<file path="src/design/srsm_pkg.sv">
// ----------------------------------------------------------------------------
// srsm_pkg
// Shared types, constants and elaboration helpers for the square-root block.
// ----------------------------------------------------------------------------
package srsm_pkg;

  localparam int FRAC_BITS_DEF = 16;
  localparam int INT_BITS_DEF  = 16;
  localparam int DSR_W         = 7;

  typedef enum logic [2:0] {
    MODE_HALF   = 3'd0,
    MODE_COARSE = 3'd1,
    MODE_TABLE  = 3'd2,
    MODE_LINEAR = 3'd3,
    MODE_EXACT  = 3'd4
  } mode_e;

  typedef enum logic [1:0] {
    CLS_LOW  = 2'd0,
    CLS_MID  = 2'd1,
    CLS_HIGH = 2'd2
  } cls_e;

  typedef struct packed {
    logic  valid;
    mode_e mode;
  } tag_t;

  // seed values in hundredths
  localparam logic [9:0] SEED_HUND [10] = '{
    10'd200, 10'd400, 10'd500, 10'd600, 10'd675,
    10'd740, 10'd810, 10'd870, 10'd925, 10'd975
  };

  function automatic int root_bits(input int frac);
    return (32 + frac + 1) / 2;
  endfunction

  function automatic logic [63:0] one_q(input int frac);
    return 64'd1 << frac;
  endfunction

  // upper bound of table bucket k (1 to 9) for a scale class
  function automatic logic [63:0] thr_q(input cls_e cls, input int k, input int frac);
    logic [63:0] q;
    q = one_q(frac);
    case (cls)
      CLS_LOW: return (64'(k) * q) / 64'd10;
      CLS_MID: return 64'(10 * k) * q;
      default: return 64'(1000 * k) * q;
    endcase
  endfunction

  function automatic logic [63:0] tab_q(input cls_e cls, input int idx, input int frac);
    logic [63:0] prod;
    prod = 64'(SEED_HUND[idx]) * one_q(frac);
    case (cls)
      CLS_LOW: return prod / 64'd1000;
      CLS_MID: return prod / 64'd100;
      default: return prod / 64'd10;
    endcase
  endfunction

  function automatic logic [63:0] lin_low(input int frac);
    return (64'd12 * one_q(frac)) / 64'd100;
  endfunction

  function automatic logic [63:0] out_lim(input int int_b, input int frac);
    if (int_b + frac >= 32) begin
      return 64'h0000_0000_FFFF_FFFF;
    end
    return (64'd1 << (int_b + frac)) - 64'd1;
  endfunction

endpackage

</file>
<file path="src/design/srsm_front.sv">
// ----------------------------------------------------------------------------
// srsm_front
// Two entry stages: scale class, then seed estimates and chain operands.
// ----------------------------------------------------------------------------
module srsm_front import srsm_pkg::*; #(
  parameter int FRAC_BITS = FRAC_BITS_DEF,
  parameter int INT_BITS  = INT_BITS_DEF,
  localparam int ROOT_BITS = root_bits(FRAC_BITS),
  localparam int RW        = 2 * ROOT_BITS
) (
  input  logic             clk_i,
  input  logic             rst_ni,
  input  logic             in_valid_i,
  output logic             in_ready_o,
  input  logic [2:0]       mode_i,
  input  logic [31:0]      value_i,
  input  logic             ready_i,
  output tag_t             tag_o,
  output logic [RW-1:0]    rad_o,
  output logic [RW-1:0]    dvd_o,
  output logic [DSR_W-1:0] dsr_o,
  output logic [31:0]      side_o
);

  localparam logic [31:0] VMASK = 32'(out_lim(INT_BITS, FRAC_BITS));
  localparam logic [63:0] ONE_Q = one_q(FRAC_BITS);

  logic        a_valid_q;
  mode_e       a_mode_q;
  cls_e        a_cls_q;
  logic [31:0] a_v_q;
  logic        a_ready;
  cls_e        a_cls_d;
  logic [31:0] a_v_d;

  logic             b_valid_q;
  mode_e            b_mode_q;
  logic             b_ready;
  logic [RW-1:0]    rad_q, rad_d;
  logic [RW-1:0]    dvd_q, dvd_d;
  logic [DSR_W-1:0] dsr_q, dsr_d;
  logic [31:0]      side_q, side_d;

  logic [63:0] thr_c [3][9];
  logic [31:0] tab_c [3][10];
  logic [63:0] thr_row [9];
  logic [31:0] tab_row [10];
  logic [8:0]  le;
  logic [3:0]  idx;
  logic [63:0] v64;
  logic [31:0] coarse;

  for (genvar gc = 0; gc < 3; gc++) begin : g_cls
    for (genvar gk = 0; gk < 9; gk++) begin : g_thr
      localparam logic [63:0] T = thr_q(cls_e'(gc), gk + 1, FRAC_BITS);
      assign thr_c[gc][gk] = T;
    end
    for (genvar gt = 0; gt < 10; gt++) begin : g_tab
      localparam logic [63:0] S = tab_q(cls_e'(gc), gt, FRAC_BITS);
      assign tab_c[gc][gt] = S[31:0];
    end
  end

  // stage a: mask and classify
  always_comb begin
    a_v_d = value_i & VMASK;
    if ({32'd0, a_v_d} < ONE_Q) begin
      a_cls_d = CLS_LOW;
    end else if ({32'd0, a_v_d} > 64'd100 * ONE_Q) begin
      a_cls_d = CLS_HIGH;
    end else begin
      a_cls_d = CLS_MID;
    end
  end

  assign a_ready    = ~a_valid_q | b_ready;
  assign in_ready_o = a_ready;

  always_ff @(posedge clk_i or negedge rst_ni) begin
    if (!rst_ni) begin
      a_valid_q <= 1'b0;
    end else if (a_ready) begin
      a_valid_q <= in_valid_i;
    end
  end

  always_ff @(posedge clk_i) begin
    if (a_ready && in_valid_i) begin
      a_mode_q <= mode_e'(mode_i);
      a_cls_q  <= a_cls_d;
      a_v_q    <= a_v_d;
    end
  end

  // stage b: seeds and chain operands
  always_comb begin
    v64 = {32'd0, a_v_q};
    unique case (a_cls_q)
      CLS_LOW: begin
        thr_row = thr_c[0];
        tab_row = tab_c[0];
        coarse  = 32'(ONE_Q >> 1);
        dvd_d   = RW'(v64 + lin_low(FRAC_BITS));
        dsr_d   = DSR_W'(1);
      end
      CLS_MID: begin
        thr_row = thr_c[1];
        tab_row = tab_c[1];
        coarse  = 32'(64'd5 * ONE_Q);
        dvd_d   = RW'(v64 + 64'd12 * ONE_Q);
        dsr_d   = DSR_W'(10);
      end
      default: begin
        thr_row = thr_c[2];
        tab_row = tab_c[2];
        coarse  = 32'(64'd50 * ONE_Q);
        dvd_d   = RW'(v64 + 64'd1200 * ONE_Q);
        dsr_d   = DSR_W'(100);
      end
    endcase
    for (int k = 0; k < 9; k++) begin
      le[k] = (v64 <= thr_row[k]);
    end
    idx = 4'd9;
    for (int k = 8; k >= 0; k--) begin
      if (le[k]) begin
        idx = 4'(k);
      end
    end
    rad_d = RW'(v64 << FRAC_BITS);
    unique case (a_mode_q)
      MODE_HALF:   side_d = a_v_q >> 1;
      MODE_COARSE: side_d = coarse;
      MODE_TABLE:  side_d = tab_row[idx];
      default:     side_d = 32'd0;
    endcase
  end

  assign b_ready = ~b_valid_q | ready_i;

  always_ff @(posedge clk_i or negedge rst_ni) begin
    if (!rst_ni) begin
      b_valid_q <= 1'b0;
    end else if (b_ready) begin
      b_valid_q <= a_valid_q;
    end
  end

  always_ff @(posedge clk_i) begin
    if (b_ready && a_valid_q) begin
      b_mode_q <= a_mode_q;
      rad_q    <= rad_d;
      dvd_q    <= dvd_d;
      dsr_q    <= dsr_d;
      side_q   <= side_d;
    end
  end

  assign tag_o  = '{valid: b_valid_q, mode: b_mode_q};
  assign rad_o  = rad_q;
  assign dvd_o  = dvd_q;
  assign dsr_o  = dsr_q;
  assign side_o = side_q;

endmodule

</file>
<file path="src/design/srsm_cell.sv">
// ----------------------------------------------------------------------------
// srsm_cell
// One chain cell: one root bit by trial subtraction and one radix-4
// quotient digit of the seed division, registered.
// ----------------------------------------------------------------------------
module srsm_cell import srsm_pkg::*; #(
  parameter int FRAC_BITS = FRAC_BITS_DEF,
  localparam int ROOT_BITS = root_bits(FRAC_BITS),
  localparam int RW        = 2 * ROOT_BITS
) (
  input  logic                 clk_i,
  input  logic                 rst_ni,
  input  tag_t                 tag_i,
  output logic                 ready_o,
  input  logic [RW-1:0]        rad_i,
  input  logic [ROOT_BITS+1:0] srem_i,
  input  logic [ROOT_BITS-1:0] root_i,
  input  logic [RW-1:0]        dvd_i,
  input  logic [DSR_W-1:0]     dsr_i,
  input  logic [DSR_W-1:0]     drem_i,
  input  logic [RW-1:0]        quot_i,
  input  logic [31:0]          side_i,
  output tag_t                 tag_o,
  input  logic                 ready_i,
  output logic [RW-1:0]        rad_o,
  output logic [ROOT_BITS+1:0] srem_o,
  output logic [ROOT_BITS-1:0] root_o,
  output logic [RW-1:0]        dvd_o,
  output logic [DSR_W-1:0]     dsr_o,
  output logic [DSR_W-1:0]     drem_o,
  output logic [RW-1:0]        quot_o,
  output logic [31:0]          side_o
);

  logic                 valid_q;
  mode_e                mode_q;
  logic [RW-1:0]        rad_q;
  logic [ROOT_BITS+1:0] srem_q, srem_d;
  logic [ROOT_BITS-1:0] root_q, root_d;
  logic [RW-1:0]        dvd_q;
  logic [DSR_W-1:0]     dsr_q;
  logic [DSR_W-1:0]     drem_q, drem_d;
  logic [RW-1:0]        quot_q;
  logic [31:0]          side_q;
  logic [1:0]           qdig;

  logic [ROOT_BITS+3:0] cand;
  logic [ROOT_BITS+4:0] diff;
  logic                 ge;
  logic [DSR_W+1:0]     t, d1, d2, d3;

  // root bit
  always_comb begin
    cand   = {srem_i, rad_i[RW-1 -: 2]};
    diff   = {1'b0, cand} - {3'b000, root_i, 2'b01};
    ge     = ~diff[ROOT_BITS+4];
    srem_d = ge ? diff[ROOT_BITS+1:0] : cand[ROOT_BITS+1:0];
    root_d = {root_i[ROOT_BITS-2:0], ge};
  end

  // quotient digit
  always_comb begin
    t  = {drem_i, dvd_i[RW-1 -: 2]};
    d1 = {2'b00, dsr_i};
    d2 = {1'b0, dsr_i, 1'b0};
    d3 = d1 + d2;
    if (t >= d3) begin
      qdig   = 2'd3;
      drem_d = DSR_W'(t - d3);
    end else if (t >= d2) begin
      qdig   = 2'd2;
      drem_d = DSR_W'(t - d2);
    end else if (t >= d1) begin
      qdig   = 2'd1;
      drem_d = DSR_W'(t - d1);
    end else begin
      qdig   = 2'd0;
      drem_d = t[DSR_W-1:0];
    end
  end

  assign ready_o = ~valid_q | ready_i;

  always_ff @(posedge clk_i or negedge rst_ni) begin
    if (!rst_ni) begin
      valid_q <= 1'b0;
    end else if (ready_o) begin
      valid_q <= tag_i.valid;
    end
  end

  always_ff @(posedge clk_i) begin
    if (ready_o && tag_i.valid) begin
      mode_q <= tag_i.mode;
      rad_q  <= {rad_i[RW-3:0], 2'b00};
      srem_q <= srem_d;
      root_q <= root_d;
      dvd_q  <= {dvd_i[RW-3:0], 2'b00};
      dsr_q  <= dsr_i;
      drem_q <= drem_d;
      quot_q <= {quot_i[RW-3:0], qdig};
      side_q <= side_i;
    end
  end

  assign tag_o  = '{valid: valid_q, mode: mode_q};
  assign rad_o  = rad_q;
  assign srem_o = srem_q;
  assign root_o = root_q;
  assign dvd_o  = dvd_q;
  assign dsr_o  = dsr_q;
  assign drem_o = drem_q;
  assign quot_o = quot_q;
  assign side_o = side_q;

endmodule

</file>
<file path="src/design/srsm_back.sv">
// ----------------------------------------------------------------------------
// srsm_back
// Result select by mode, saturation and the output register.
// ----------------------------------------------------------------------------
module srsm_back import srsm_pkg::*; #(
  parameter int FRAC_BITS = FRAC_BITS_DEF,
  parameter int INT_BITS  = INT_BITS_DEF,
  localparam int ROOT_BITS = root_bits(FRAC_BITS),
  localparam int RW        = 2 * ROOT_BITS
) (
  input  logic                 clk_i,
  input  logic                 rst_ni,
  input  tag_t                 tag_i,
  output logic                 ready_o,
  input  logic [ROOT_BITS-1:0] root_i,
  input  logic [RW-1:0]        quot_i,
  input  logic [31:0]          side_i,
  output logic                 out_valid_o,
  input  logic                 out_ready_i,
  output logic [31:0]          root_o
);

  localparam logic [63:0] LIM = out_lim(INT_BITS, FRAC_BITS);

  logic        out_valid_q;
  logic [31:0] res_q, res_d;
  logic [63:0] r;

  always_comb begin
    unique case (tag_i.mode)
      MODE_EXACT:  r = 64'(root_i);
      MODE_LINEAR: r = 64'(quot_i);
      default:     r = {32'd0, side_i};
    endcase
    res_d = (r > LIM) ? LIM[31:0] : r[31:0];
  end

  assign ready_o = ~out_valid_q | out_ready_i;

  always_ff @(posedge clk_i or negedge rst_ni) begin
    if (!rst_ni) begin
      out_valid_q <= 1'b0;
    end else if (ready_o) begin
      out_valid_q <= tag_i.valid;
    end
  end

  always_ff @(posedge clk_i) begin
    if (ready_o && tag_i.valid) begin
      res_q <= res_d;
    end
  end

  assign out_valid_o = out_valid_q;
  assign root_o      = res_q;

endmodule

</file>
<file path="src/design/square_root_with_seed_modes.sv">
// ----------------------------------------------------------------------------
// square_root_with_seed_modes
// Fixed-point square root with seed estimate modes, built as a chain of
// bit cells between two entry stages and an output register.
// ----------------------------------------------------------------------------
// channel  dir  handshake                  payload
// in       in   in_valid_i / in_ready_o    mode_i, value_i
// out      out  out_valid_o / out_ready_i  root_o
//
// one item per cycle sustained while out_ready_i is high; an item
// passes two entry stages, one cell per root bit and one output register,
// with ROOT_BITS = (33 + FRAC_BITS) / 2
// reset empties every stage; no clearing pass
// each stage holds only while its successor is full and stalled, so
// bubbles close up and input is taken while a result waits
// ----------------------------------------------------------------------------
module square_root_with_seed_modes import srsm_pkg::*; #(
  parameter int FRAC_BITS = FRAC_BITS_DEF,
  parameter int INT_BITS  = INT_BITS_DEF
) (
  input  logic        clk_i,
  input  logic        rst_ni,
  input  logic        in_valid_i,
  output logic        in_ready_o,
  input  logic [2:0]  mode_i,
  input  logic [31:0] value_i,
  output logic        out_valid_o,
  input  logic        out_ready_i,
  output logic [31:0] root_o
);

  localparam int ROOT_BITS = root_bits(FRAC_BITS);
  localparam int RW        = 2 * ROOT_BITS;

  tag_t                 tag_w  [ROOT_BITS+1];
  logic                 rdy_w  [ROOT_BITS+1];
  logic [RW-1:0]        rad_w  [ROOT_BITS+1];
  logic [ROOT_BITS+1:0] srem_w [ROOT_BITS+1];
  logic [ROOT_BITS-1:0] root_w [ROOT_BITS+1];
  logic [RW-1:0]        dvd_w  [ROOT_BITS+1];
  logic [DSR_W-1:0]     dsr_w  [ROOT_BITS+1];
  logic [DSR_W-1:0]     drem_w [ROOT_BITS+1];
  logic [RW-1:0]        quot_w [ROOT_BITS+1];
  logic [31:0]          side_w [ROOT_BITS+1];

  srsm_front #(
    .FRAC_BITS(FRAC_BITS),
    .INT_BITS (INT_BITS)
  ) u_front (
    .clk_i     (clk_i),
    .rst_ni    (rst_ni),
    .in_valid_i(in_valid_i),
    .in_ready_o(in_ready_o),
    .mode_i    (mode_i),
    .value_i   (value_i),
    .ready_i   (rdy_w[0]),
    .tag_o     (tag_w[0]),
    .rad_o     (rad_w[0]),
    .dvd_o     (dvd_w[0]),
    .dsr_o     (dsr_w[0]),
    .side_o    (side_w[0])
  );

  assign srem_w[0] = '0;
  assign root_w[0] = '0;
  assign drem_w[0] = '0;
  assign quot_w[0] = '0;

  for (genvar gi = 0; gi < ROOT_BITS; gi++) begin : g_cell
    srsm_cell #(
      .FRAC_BITS(FRAC_BITS)
    ) u_cell (
      .clk_i  (clk_i),
      .rst_ni (rst_ni),
      .tag_i  (tag_w[gi]),
      .ready_o(rdy_w[gi]),
      .rad_i  (rad_w[gi]),
      .srem_i (srem_w[gi]),
      .root_i (root_w[gi]),
      .dvd_i  (dvd_w[gi]),
      .dsr_i  (dsr_w[gi]),
      .drem_i (drem_w[gi]),
      .quot_i (quot_w[gi]),
      .side_i (side_w[gi]),
      .tag_o  (tag_w[gi+1]),
      .ready_i(rdy_w[gi+1]),
      .rad_o  (rad_w[gi+1]),
      .srem_o (srem_w[gi+1]),
      .root_o (root_w[gi+1]),
      .dvd_o  (dvd_w[gi+1]),
      .dsr_o  (dsr_w[gi+1]),
      .drem_o (drem_w[gi+1]),
      .quot_o (quot_w[gi+1]),
      .side_o (side_w[gi+1])
    );
  end

  srsm_back #(
    .FRAC_BITS(FRAC_BITS),
    .INT_BITS (INT_BITS)
  ) u_back (
    .clk_i      (clk_i),
    .rst_ni     (rst_ni),
    .tag_i      (tag_w[ROOT_BITS]),
    .ready_o    (rdy_w[ROOT_BITS]),
    .root_i     (root_w[ROOT_BITS]),
    .quot_i     (quot_w[ROOT_BITS]),
    .side_i     (side_w[ROOT_BITS]),
    .out_valid_o(out_valid_o),
    .out_ready_i(out_ready_i),
    .root_o     (root_o)
  );

endmodule

</file>
<file path="config.mk">
export PLATFORM = sky130hd
export DESIGN_NAME = square_root_with_seed_modes
export DESIGN_NICKNAME = d
export VERILOG_FILES = /design/src/design/srsm_pkg.sv /design/src/design/srsm_front.sv /design/src/design/srsm_cell.sv /design/src/design/srsm_back.sv /design/src/design/square_root_with_seed_modes.sv
export SDC_FILE = /design/constraint.sdc
export NUM_CORES = 2
export LEC_CHECK = 0
export BUFFER_PORTS_ARGS = -buffer_cell sky130_fd_sc_hd__buf_2
export CAP_MARGIN = 20
export CORE_ASPECT_RATIO = 1.5
export CORE_MARGIN = 4
export CORE_UTILIZATION = 56
export DETAILED_ROUTE_END_ITERATION = 6
export GPL_TIMING_DRIVEN = 0
export PLACE_DENSITY_LB_ADDON = 0.25
export SLEW_MARGIN = 20
export SYNTH_ARGS = -nofsm -noshare
export SYNTH_HDL_FRONTEND = slang
export SYNTH_SLANG_ARGS = --single-unit
</file>
<file path="constraint.sdc">
create_clock -name clk_i -period 16.1 [get_ports clk_i]
set_clock_uncertainty 0.1 [all_clocks]
set_input_delay 3.22 -clock clk_i [delete_from_list [all_inputs] [get_ports clk_i]]
set_output_delay 3.22 -clock clk_i [all_outputs]
set_load 0.005 [all_outputs]
</file>
Word level (Yosys, flattened, before mapping)
Index checks and enable logic that the tools add are counted.
Widths: inputs -> output; s select.
Cells by class
  eq/ne operators: 5
  multiplexer cells: 160
  $lt $le $gt $ge: 85
  add/sub/neg operators: 120
  bitwise gates (word level): 79
  reduce and logical (&&, ||, !) cells: 53
Operators by type and width (count)
  $pmux 538 s2: 1
  $pmux 309 s2: 1
  $mux 26: 22
  $le 32x64->1: 8
  $mux 7: 69
  $sub 7x7->7: 66
  $add 7x8->9: 24
  $ge 9x7->1: 23
  $ge 9x8->1: 23
  $ge 9x9->1: 23
  $pmux 48 s2: 2
  $bmux 32 s4: 1
  $pmux 32 s3: 1
  $mux 32: 2
  $not 1->1: 51
  $mux 1: 49
  $gt 48x32->1 const B: 1
  $reduce_or 2->1: 24
  $pmux 22 s2: 1
  $add 32x13->33 const B: 1
  $add 32x20->33 const B: 1
  $add 32x27->33 const B: 1
  $gt 32x23->1 const B: 1
  $le 32x26->1: 1
  other kinds (42): 105
Word-level totals
  register bits: 3647
  word-level logic and storage cells: 796
  input bits: 39
  output and inout port bits: 34

Depth between registers and ports, before layout
  depth after elaboration: 29
  mapped depth: 19
  mapped depth without buffers: 15

By module
A second synthesis with hierarchy kept.
Unflattened totals
  cells, all modules: 17068
  area total of the unflattened synthesis: 258093.8 um2
Modules (own cells, without submodules)
  srsm_cell (g_cell[13].u_cell ...): area each 10353.7 um2, cells each 660, sequential area each 7201.9 um2, instances 16
  srsm_cell (g_cell[0].u_cell ...): area each 10102.2 um2, cells each 669, sequential area each 7201.9 um2, instances 7
  srsm_cell (g_cell[12].u_cell): area each 10167.3 um2, cells each 674, sequential area each 7201.9 um2, instances 1
  srsm_front: area each 8824.7 um2, cells each 849, sequential area each 4134.0 um2, instances 1
  srsm_back: area each 2723.9 um2, cells each 301, sequential area each 985.9 um2, instances 1
  square_root_with_seed_modes: area each 3.8 um2, cells each 1, sequential area each 0.0 um2, instances 1

Worst setup path after synthesis
Ideal clock, no wire load.
  kind: input to register
  start: input out_ready_i
  end: register g_cell[13].u_cell.drem_q[0] (enable)
  slack: 1692 ps
  stages: 6
  path buffers: 0
  arrival: 13479 ps
  path through: nand4b_1 -> inv_1 -> and3_1 -> nand3_1 -> nor3_1 -> a21boi_0
Between the ends
  word-level cells in the longest chain between the ends: 13
RTL lines
  start, declared: RTL line square_root_with_seed_modes.sv:28  | input logic out_ready_i,
  $or 1x1->1: RTL line srsm_back.sv:38  | assign ready_o = ~out_valid_q | out_ready_i;
  $or 1x1->1 (11 in a row): RTL line srsm_cell.sv:82  | assign ready_o = ~valid_q | ready_i;
  $logic_and 1x1->1: RTL line srsm_cell.sv:93  | if (ready_o && tag_i.valid) begin
  end signal, assigned: RTL line srsm_cell.sv:100  | drem_q <= drem_d;
  end, declared: RTL line srsm_cell.sv:42  | logic [DSR_W-1:0] drem_q, drem_d;
No other way between the ends.
A chain may end at the register's enable or synchronous reset.

Worst setup path after layout
  start: input out_ready_i
  end: output in_ready_o
Between the ends
  word-level cells in the longest chain between the ends: 27
RTL lines
  $or 1x1->1: RTL line srsm_back.sv:38
  $or 1x1->1 (24 in a row): RTL line srsm_cell.sv:82
  $or 1x1->1: RTL line srsm_front.sv:139  | assign b_ready = ~b_valid_q | ready_i;
  $or 1x1->1: RTL line srsm_front.sv:76  | assign a_ready = ~a_valid_q | b_ready;
  end, declared: RTL line square_root_with_seed_modes.sv:24  | output logic in_ready_o,
No other way between the ends.

==> results.py <==
metrics = {
    "place": {
        "place_hpwl_um": 240000,
        "dpl-instance-area_um2": 157000,
        "io_buffers": 72,
        "gp_congestion": 0.925,
    },
    "pwr": {
        "power.total_mw": 25.9,
        "leakage_nw": 63.3,
        "powerDensity_nw_per_um2": 155,
        "peakVddDrop_mv": 0.132,
    },
    "setup_path": {
        "arrival_ns": 5.99,
        "crit_required_ns": 12.78,
        "cp_slowest_stage_delay_ns": 0.88,
        "worst-path-buf-inv": 4,
        "cp-end-kind": "primary output",
        "worstSetupPathType": "in -> out",
        "cp_max_fo": 6,
        "cp_slowest_cell": "nor4_2",
        "crit_chain": "buf_2 > nand4b_1 > inv_1 > and3_1 > nand3_1 > nor4_2 > and3_1 > nand4_1 > inv_1 > nand3_1 > buf_2",
        "worstSetupStartpointType": "input port",
        "crit_family": "simple AND/OR/NAND/NOR gates",
    },
    "synth": {
        "synth.top_cell.area_share_pct": 67.6,
        "ys_warn_count": 0,
        "synth_cells": 10600,
        "yosysTopAreaCell": "edfxtp_1",
        "synthArstFlopShare_pct": 0.795,
        "syn-num-nets": 11500,
        "syn_avg_cell_area_um2": 14.1,
        "ys_seq_area_share_pct": 68.0,
        "synthFlopType": "edfxtp_1",
        "synth_area_leaders": "edfxtp_1 (68%), ha_1 (6.8%), xnor2_1 (2.4%), a21oi_1 (2.1%), inv_1 (2.0%)",
        "synth_seq_cells": 3397,
        "syn_area_um2": 150000,
        "yosys.cell_types.count": 93,
        "synth_edf_count": 3370,
    },
    "route": {
        "wire_per_inst_um": 21.4,
        "drtIter0Drc": 4425,
        "vias": 82600,
        "drc": 0,
        "routed_wl_um": 317000,
        "detail-route-antenna-nets": 0,
        "dr.pass1.iters": 5,
        "viasPerCell": 5.57,
    },
    "finish": {
        "final_area_um2": 167000,
        "fillers": 19300,
        "finalNetCount": 12000,
        "area_growth_pct": 11.7,
        "layout-drive-gt1-share_pct": 7.44,
    },
    "global_routing": {
        "track_usage_pct": 22.9,
        "grt_max_degree": 60,
        "grt_pass1_vias": 86700,
        "grt_pass1_wl_um": 487000,
        "overflow": 0,
        "antenna_found_initial": 3,
    },
    "flow_run": {
        "maxCapViolCount": 0,
    },
    "cts": {
        "numCtsBuffers": 315,
        "clock_latency_ns": 0.89,
        "cts_buffer_depth": 4,
        "cts_hold_buf": 0,
        "cts_resized": 0,
        "htree_levels": 5,
        "cts_root_buf": "clkbuf_16",
        "cts_tree": "built",
        "clock_sinks": 3397,
        "postCtsSetupRepairBufs": 0,
        "path_clk_slew_ns": 0.06,
    },
    "hold_path": {
        "hp-class": "reg -> reg",
    },
    "sta": {
        "setup_viol": 0,
        "fin_crit_sh_pct": 57.8,
        "rsz0062_at_grt": "no",
        "hold_violations": 0,
        "worst_pin_slew_ns": 1.17,
        "drv_slew": 0,
        "fmax_ghz": 0.107,
        "maxSlewHeadroom_pct": 21.3,
        "period_needed_ns": 9.31,
    },
    "floorplan": {
        "io_pins": 73,
        "start_util_pct": 56.2,
        "rows": 232,
        "fp.dieArea_um2": 276000,
        "die-height_um": 641,
        "coreArea_um2": 266000,
        "die_w_um": 430,
    },
    "outcome": {
        "outcome": "finished clean",
    },
}
sequential cells by signal (all words and copies together) (netlist names), 24 cells and up:
register and cells:
g_cell.u_cell.mode_q 72, u_front.dvd_o 30, u_back.root_o 32, g_cell.u_cell.root_o 300, g_cell.u_cell.quot_o 600, g_cell.u_cell.srem_o 557
g_cell.u_cell.side_o 744, u_front.side_o 31, g_cell.u_cell.dvd_o 482, u_front.a_v_q 32, g_cell.u_cell.dsr_o 69, g_cell.u_cell.rad_o 217
g_cell.u_cell.drem_o 161, u_front.rad_o 32, g_cell.u_cell.valid_q 24
report_power, final:
group,internal [mW],total [mW],switching [mW]
clock,4.16,7.30,3.13
sequential,11.4,12.2,0.759
combinational,2.58,6.45,3.87
total,18.1,25.9,7.76
cell usage in the layout (no fill, tap or decap), types with 50 or more instances in the layout:
cell type / instances
nand3_1: 154
o21ai_0: 500
nand4_1: 59
nor2b_1: 98
a21oi_1: 620
a31oi_1: 95
o31ai_1: 51
a211oi_1: 66
o21bai_1: 68
or2_2: 73
a211o_1: 55
clkbuf_1: 214
a21o_1: 166
or3_1: 66
nand2_1: 586
nor4_1: 72
edfxtp_1: 3370
buf_16: 60
inv_1: 803
buf_2: 85
o21a_1: 84
and2_1: 65
nor2_1: 683
nor3_1: 187
and3_1: 79
clkbuf_16: 318
xor2_1: 277
ha_1: 816
clkinv_2: 50
o211ai_1: 72
clkinv_1: 61
xnor2_1: 403
fa_1: 107
nand2b_1: 165
mux2_2: 59
logic make-up after synthesis:
group                      Yosys count  synth area share [%]
DFF                               3397                  68.0
buffers and inverters              993                  2.50
AOI/OAI and AO/OA                 2034                  8.44
and+or+nand+nor                   2456                  8.07
muxes                               99                 0.711
adders and majority gates          923                  8.25
other                                1               0.00250
xor gates and xnor gates           680                  3.98
final timing paths:
path	startpoint	endpoint	slack, ns	depth (start not counted)
worst max-delay path	out_ready_i	in_ready_o	6.79	11
worst min-delay path	g_cell[21].u_cell.side_o[9]	g_cell[22].u_cell.side_o[9]	0.29	0
worst max register to register	u_front.a_cls_q[0]	u_front.side_o[20]	9.25	19
worst min register to register	g_cell[21].u_cell.side_o[9]	g_cell[22].u_cell.side_o[9]	0.29	0
max in group asynchronous	rst_ni	g_cell[10].u_cell.valid_q	13.14	1
min in group asynchronous	rst_ni	g_cell[17].u_cell.valid_q	2.31	1
cells in the mapped netlist (all sizes together), types with 170 or more instances:
master / instances
o21ai: 512
inv: 803
clkbuf: 170
edfxtp: 3370
xnor2: 403
nor3: 188
a21oi: 623
nor2: 684
ha: 816
nand2: 586
xor2: 277
area by class of cell:
cell class              instances  area, µm²  share of cell area [%]
inverters                     806       3030                    1.81
plain buffers                 187        727                   0.435
repair buffers                178       2890                    1.73
flip-flops and latches       3397     102000                    60.9
well taps                    3510       4390                    2.63
clock buffers                 364       8130                    4.86
multi-input cells            6193      44300                    26.5
diodes                          2       5.00                 0.00299
clock inverters               197       1980                    1.18
per-stage QoR:
stage / setup TNS, ns / util [%] / setup WS [ns] / instances / hold slack [ns]
floorplan: 0 / - / 1.69 / 10600 / 0.300
global placement: -778.64 / 58.0 / -3.83 / 14200 / 0.300
detailed placement: 0 / 59.0 / 6.84 / 14300 / 0.305
global route: 0 / 62.8 / 6.60 / 14800 / 0.283
CTS: 0 / 62.8 / 6.83 / 14800 / 0.284
finish: 0 / 62.8 / 6.79 / 14800 / 0.293
routing by layer:
layer	vias to the layer above	track usage [%]	wire length (µm)
met5	-	0	0
met4	0	14.2	22300
met3	805	2.51	8610
met2	1479	46.1	181000
met1	40100	21.9	105000
li1	40200	-	-
No activity file was read; power rests on OpenSTA's default activity.
